===== src/cpb_pkg.sv =====
// Shared types, constants and fixed-point helpers for the cascaded PD balance controller.
`timescale 1ns / 1ps

package cpb_pkg;

  // Stream payload widths (fields packed from bit 0, padded to whole bytes)
  localparam int unsigned IN_W  = 48;
  localparam int unsigned OUT_W = 16;

  // Configuration port
  localparam int unsigned CFG_IDX_W  = 3;
  localparam int unsigned CFG_DATA_W = 17;

  // Control constants
  localparam int unsigned DRIVE_LIMIT     = 6900;
  localparam int unsigned POSITION_DIVIDE = 5;
  localparam int unsigned ANGLE_WINDOW    = 500;
  localparam int unsigned MIN_VOLTAGE     = 700;

  // Register reset values
  localparam logic [11:0] ANGLE_CENTER_RST  = 12'd2048;
  localparam logic [15:0] POS_TARGET_RST    = 16'd10000;
  localparam logic [16:0] ANGLE_KP_RST      = 17'd53760;
  localparam logic [16:0] ANGLE_KD_RST      = 17'd38400;
  localparam logic [15:0] POS_KP_RST        = 16'd2048;
  localparam logic [16:0] POS_KD_RST        = 17'd33280;

  // ceil(2^30 / 5): exact quotient for magnitudes below 2^30
  localparam logic [27:0] DIV5_RECIP = 28'd214748365;

  typedef enum logic [CFG_IDX_W-1:0] {
    REG_ANGLE_CENTER  = 3'd0,
    REG_POS_TARGET    = 3'd1,
    REG_ANGLE_KP      = 3'd2,
    REG_ANGLE_KD      = 3'd3,
    REG_POS_KP        = 3'd4,
    REG_POS_KD        = 3'd5
  } reg_idx_e;

  typedef struct packed {
    logic [11:0] angle_center;
    logic [15:0] pos_target;
    logic [16:0] angle_kp;
    logic [16:0] angle_kd;
    logic [15:0] pos_kp;
    logic [16:0] pos_kd;
  } cfg_t;

  // Signed divide by 5, truncated toward zero, via reciprocal multiply.
  function automatic logic signed [27:0] div5_trunc(input logic signed [27:0] x);
    logic [27:0] mag;
    logic [55:0] prod;
    logic [27:0] quo;
    mag  = x[27] ? (~x + 28'd1) : x;
    prod = 56'(mag) * 56'(DIV5_RECIP);
    quo  = {2'b00, prod[55:30]};
    return x[27] ? $signed(~quo + 28'd1) : $signed(quo);
  endfunction

endpackage


===== src/cpb_cfg_regs.sv =====
// Configuration register file for the cascaded PD balance controller.
`timescale 1ns / 1ps

module cpb_cfg_regs (
  input  logic                            clk_i,
  input  logic                            rst_ni,
  input  logic                            cfg_we_i,
  input  logic [cpb_pkg::CFG_IDX_W-1:0]   cfg_idx_i,
  input  logic [cpb_pkg::CFG_DATA_W-1:0]  cfg_data_i,
  output cpb_pkg::cfg_t                   cfg_o
);
  import cpb_pkg::*;

  cfg_t cfg_q;
  cfg_t cfg_d;

  always_comb begin
    cfg_d = cfg_q;
    if (cfg_we_i) begin
      unique case (reg_idx_e'(cfg_idx_i))
        REG_ANGLE_CENTER:  cfg_d.angle_center  = cfg_data_i[11:0];
        REG_POS_TARGET:    cfg_d.pos_target    = cfg_data_i[15:0];
        REG_ANGLE_KP:      cfg_d.angle_kp      = cfg_data_i;
        REG_ANGLE_KD:      cfg_d.angle_kd      = cfg_data_i;
        REG_POS_KP:        cfg_d.pos_kp        = cfg_data_i[15:0];
        REG_POS_KD:        cfg_d.pos_kd        = cfg_data_i;
        default:           cfg_d = cfg_q; // unmapped index, dropped
      endcase
    end
  end

  always_ff @(posedge clk_i or negedge rst_ni) begin
    if (!rst_ni) begin
      cfg_q.angle_center  <= ANGLE_CENTER_RST;
      cfg_q.pos_target    <= POS_TARGET_RST;
      cfg_q.angle_kp      <= ANGLE_KP_RST;
      cfg_q.angle_kd      <= ANGLE_KD_RST;
      cfg_q.pos_kp        <= POS_KP_RST;
      cfg_q.pos_kd        <= POS_KD_RST;
    end else begin
      cfg_q <= cfg_d;
    end
  end

  assign cfg_o = cfg_q;

endmodule


===== config.mk =====
export PLATFORM = sky130hd
export DESIGN_NAME = cpb_cfg_regs
export DESIGN_NICKNAME = d
export VERILOG_FILES = /design/src/cpb_pkg.sv /design/src/cpb_cfg_regs.sv
export SDC_FILE = /design/constraint.sdc
export NUM_CORES = 1
export LEC_CHECK = 0
export ABC_AREA = 1
export BUFFER_PORTS_ARGS = -buffer_cell sky130_fd_sc_hd__buf_2
export CORE_MARGIN = 5
export CORE_UTILIZATION = 46
export DETAILED_ROUTE_END_ITERATION = 6
export PLACE_DENSITY = 0.76
export SLEW_MARGIN = 10
export SYNTH_ARGS = -nofsm -noshare
export SYNTH_HDL_FRONTEND = slang
export SYNTH_SLANG_ARGS = --single-unit

===== constraint.sdc =====
create_clock -name clk_i -period 0.8 [get_ports clk_i]
set_clock_uncertainty 0.05 [all_clocks]
set_input_delay 0.12 -clock clk_i [delete_from_list [all_inputs] [get_ports clk_i]]
set_output_delay 0.12 -clock clk_i [all_outputs]
set_load 0.01 [all_outputs]

# --- Word-level counts from Yosys, hierarchy flattened ---
# Cells that the tools add are included.
word_totals:
  out_inout_bits: 95
  in_bits: 23
  reg_bits: 95
  wordCells: 18
classes:
  n_reduce_logical: 7
  n_eq_ne: 5
ops:
  columns: ["cell", "count"]
  rows:
  - ["$reduce_and 2->1", 6]
  - ["$eq 3x2->1 const B", 2]
  - ["$eq 3x3->1 const B", 2]
  - ["$eq 3x1->1 const B", 1]
  - ["$logic_not 3->1", 1]

# --- Longest topological paths before layout ---
logic_depth:
  ltp_word: 2
  mapped_depth: 7
  depth_no_buf: 5

# --- Worst setup path after synthesis ---
# No wires, ideal clock.
synth_timing:
  kind: "input to register"
  from: "input cfg_we_i"
  to: "register cfg_q (netlist bit cfg_o[85])"
  cell_stages: 7
  setup_time_ns: 0.117
  t_arrival_ns: 0.824
  n_path_buf: 2
  required_ns: 0.633
  slack_ns: -0.190
  path_cell_list: "inv_2 > nor2_2 > buf_2 > nand2_1 > buf_2 > nand2_1 > nand2_1"
synth_via:
  elab_chain_cells: 1
synth_lines:
  columns: ["item", "line", "rtl"]
  rows:
  - ["from (decl)", "cpb_cfg_regs.sv:7", "input logic cfg_we_i,"]
  - ["$reduce_and 2->1 (no source line)", null, null]
  - ["to (signal assigned)", "cpb_cfg_regs.sv:41", "cfg_q <= cfg_d;"]
  - ["to (decl)", "cpb_cfg_regs.sv:14", "cfg_t cfg_q;"]
# Every way passes these cells.
# A chain may end at the register's enable or synchronous reset.

# --- Worst setup path in the final report ---
layout_timing:
  from: "register cfg_q (netlist bit cfg_o[43])"
  to: "output cfg_o[43] (netlist name)"
layout_rtl:
  columns: ["item", "line", "rtl"]
  rows:
  - ["to (decl)", "cpb_cfg_regs.sv:10", "output cpb_pkg::cfg_t cfg_o"]
# No word-level cell between the ends.

==> summary.md <==
| Metric | Value |
|---|---|
| Critical Path End Type | `output pin` |
| Synth Area in Adders | `0` |
| Skew-Pair Late Insertion Delay | `0.35 ns` |
| Avg Inst Size Synth | `8.92 sq um` |
| Cells after synthesis | `421` |
| Ports | `118` |
| Antenna violations before repair | `0` |
| Crit-path slowest cell | `dfstp_2` |
| Die area | `10,100 sq um` |
| Syn_nets | `444` |
| Share of layout cells above drive strength 1 | `0.454` |
| Worst path required time | `0.63 ns` |
| CP arrival | `1.04 ns` |
| Design area | `5780 sq um` |
| Max incr delay on CP | `0.57 ns` |
| Max Fanout on Critical Path | `2` |
| Synth area leaders | `dfrtp_1 (52%), nand2_1 (23%), dfstp_2 (12%), nand3_1 (8.1%), buf_2 (2.4%)` |
| Initial drt markers | `182` |
| Residual DRC count | `0` |
| Final Hold Vio Count | `0` |
| GRT Total Usage | `0.223` |
| Core Box Area | `8090 sq um` |
| Post-synth cell types | `12` |
| Row cnt | `33` |
| # setup viols final | `104` |
| First-pass GRT wire length | `17,500 um` |
| RSZ-0062 raised after global routing | `yes` |
| Mux contribution to synthesized area | `0` |
| Pleak | `3.20 nW` |
| CP Class | `register to output pin` |
| HPWL Detailed | `7480 um` |
| Area leader, netlist | `dfrtp_1` |
| TritonCTS clock tree | `built` |
| Synth Area in Compound Gates | `0` |
| Grt met1 use | `0.318` |
| CTS Root Cell | `clkbuf_8` |
| Slew @ Worst Pin | `0.335 ns` |
| Max Buffers Root-to-Sink | `2` |
| Total grt overflow | `0` |
| WL final | `11,800 um` |
| DR pass1 iterations | `5` |
| Fin. max-slew vios | `0` |
| Fmax | `828 MHz` |
| Commonest non-fill, non-tap cell in the layout | `nand2_1` |
| Utilization after layout | `0.715` |
| Xor/xnor share of the synthesized area | `0` |
| Sequential share of the synthesized area | `0.639` |
| Dpl cell area | `4660 sq um` |
| Diode count | `0` |
| Max-Cap Viols | `0` |
| Yosys top cell area share | `0.520` |
| Status | `finished with violations` |
| Number of synthesized register bits | `95` |
| Hold Crit Class | `input pin to register` |
| Largest net degree at the start of global routing | `27` |
| Die X | `100 um` |
| Worst Reg-to-Reg Cells | `4` |
| Starting Density | `0.464` |
| NumNets Final | `630` |
| Largest family of logic cells by synthesized area | `simple AND/OR/NAND/NOR gates` |
| Final period util | `1.51` |
| Pwr dens | `2460 nW/um^2` |
| Hold WS | `0.00799 ns` |
| CP delay by family, top | `flip-flops` |
| Die Span Y | `100 um` |
| Failing checks | `negative setup slack` |
| CP Cell Sequence | `buf_6` |
| Most frequent cells in the layout | `nand2_1 (183), buf_2 (83), dfrtp_1 (78), nand3_1 (61), buf_6 (61)` |
| Post-Synth Simple-Gate Area | `0.330` |
| Critical Path Start Type | `register` |
| Peak VDD IR | `1190 uV` |
| GP Congestion | `0.826` |
| Detailed-route via count | `3,652` |
| Hold path depth | `3` |
| CTS buffer count | `9` |
| Vias in the first global route | `3,414` |
| Clock-pin slew on the worst setup and hold paths | `0.10 ns` |
| Met2 GRT Util | `0.345` |
| Final WS setup | `-0.408 ns` |
| Mapped cell area | `3760 sq um` |
| Post-route ant nets | `0` |
| Vias/cell | `5.09` |
| Max reg flops | `95` |
| Yosys warnings | `0` |
| Number of I/O port buffers | `117` |
| H-tree levels | `3` |
| Max-slew headroom | `0.777` |
| Most used routing layer | `met2` |
| Stages on worst setup path | `1` |
| Met3 Resource Use GR | `0.0486` |
| Area Overhead vs Synth | `54.0%` |
| WP buf/inv | `1` |
| Pre-CTS WS | `-0.371 ns` |
| CTS sink cnt | `95` |
| Final min period | `1.21 ns` |
| Routed len/inst | `16.4 um` |
-- worst register-to-register path: cells and delay by family, from the launching register on --
| kind | cells | cell delay [ns] |
|---|---|---|
| buffers and inverters | 2 | 0.20 |
| flip-flops | 1 | 0.56 |
| AND/OR/NAND/NOR | 2 | 0.11 |
-- cells in the mapped netlist, drive strengths merged --
cell type	n
inv	6
buf	19
nor2	6
dfstp	17
dfrtp	78
nand3	61
nand2	234
-- final timing paths --
kind,end,startpoint,slack [ns]
max in group asynchronous,cfg_o[65],rst_ni,0.09
worst min-delay path,cfg_o[35],cfg_data_i[2],0.008
min in group asynchronous,cfg_o[27],rst_ni,0.12
worst max-delay path,cfg_o[43],cfg_o[43],-0.41
worst max register to register,cfg_o[42],cfg_o[42],-0.16
worst min register to register,cfg_o[48],cfg_o[48],0.43
-- power breakdown --
part           total [mW]  leakage, nW  internal (mW)  switching (mW)
clock                3.49        0.110           1.77            1.71
sequential           6.49         1.16           5.82           0.664
combinational        4.27         1.93           2.28            1.99
total                14.2         3.20           9.88            4.37
-- area by class of cell --
| type | instances | area [sq um] |
|---|---|---|
| Sequential cell | 95 | 2400 |
| Fill cell | 585 | 2310 |
| Timing Repair Buffer | 194 | 1580 |
| Multi-Input combinational cell | 301 | 1420 |
| Tap cell | 105 | 131 |
| Clock buffer | 9 | 124 |
| Clock inverter | 7 | 95.1 |
| Inverter | 6 | 30.0 |
-- cells by family after synthesis --
logic type             after synthesis
buffers and inverters               25
AND/OR/NAND/NOR                    301
flip-flops                          95
-- per-layer routing --
layer  up-vias  part of all wire  wire length, um
li1       1685                 -                -
met3        30             0.088             1030
met5         -                 0                0
met2       181              0.47             5580
met1      1756              0.41             4860
met4         0             0.026              308
-- metrics by stage --
stage          power (mW)  std cells  setup TNS [ns]
3_3_place_gp         9.15        645          -24.17
5_1_grt              14.9        717          -31.40
3_5_place_dp         9.25        645          -26.95
4_1_cts              13.4        701          -27.92
6_report             14.2        717          -27.75
2_1_floorplan        7.70        421           -2.00
-- what timing repair did --
item,in CTS,in global routing
setup buffers,30,25
hold buffers,10,0
endpoints found under the setup margin,96,157
cloned,0,0
pin swaps,4,35
hold endpoints to repair,101,0
gates resized for setup,24,89
Power figures use the tool's default switching activity.
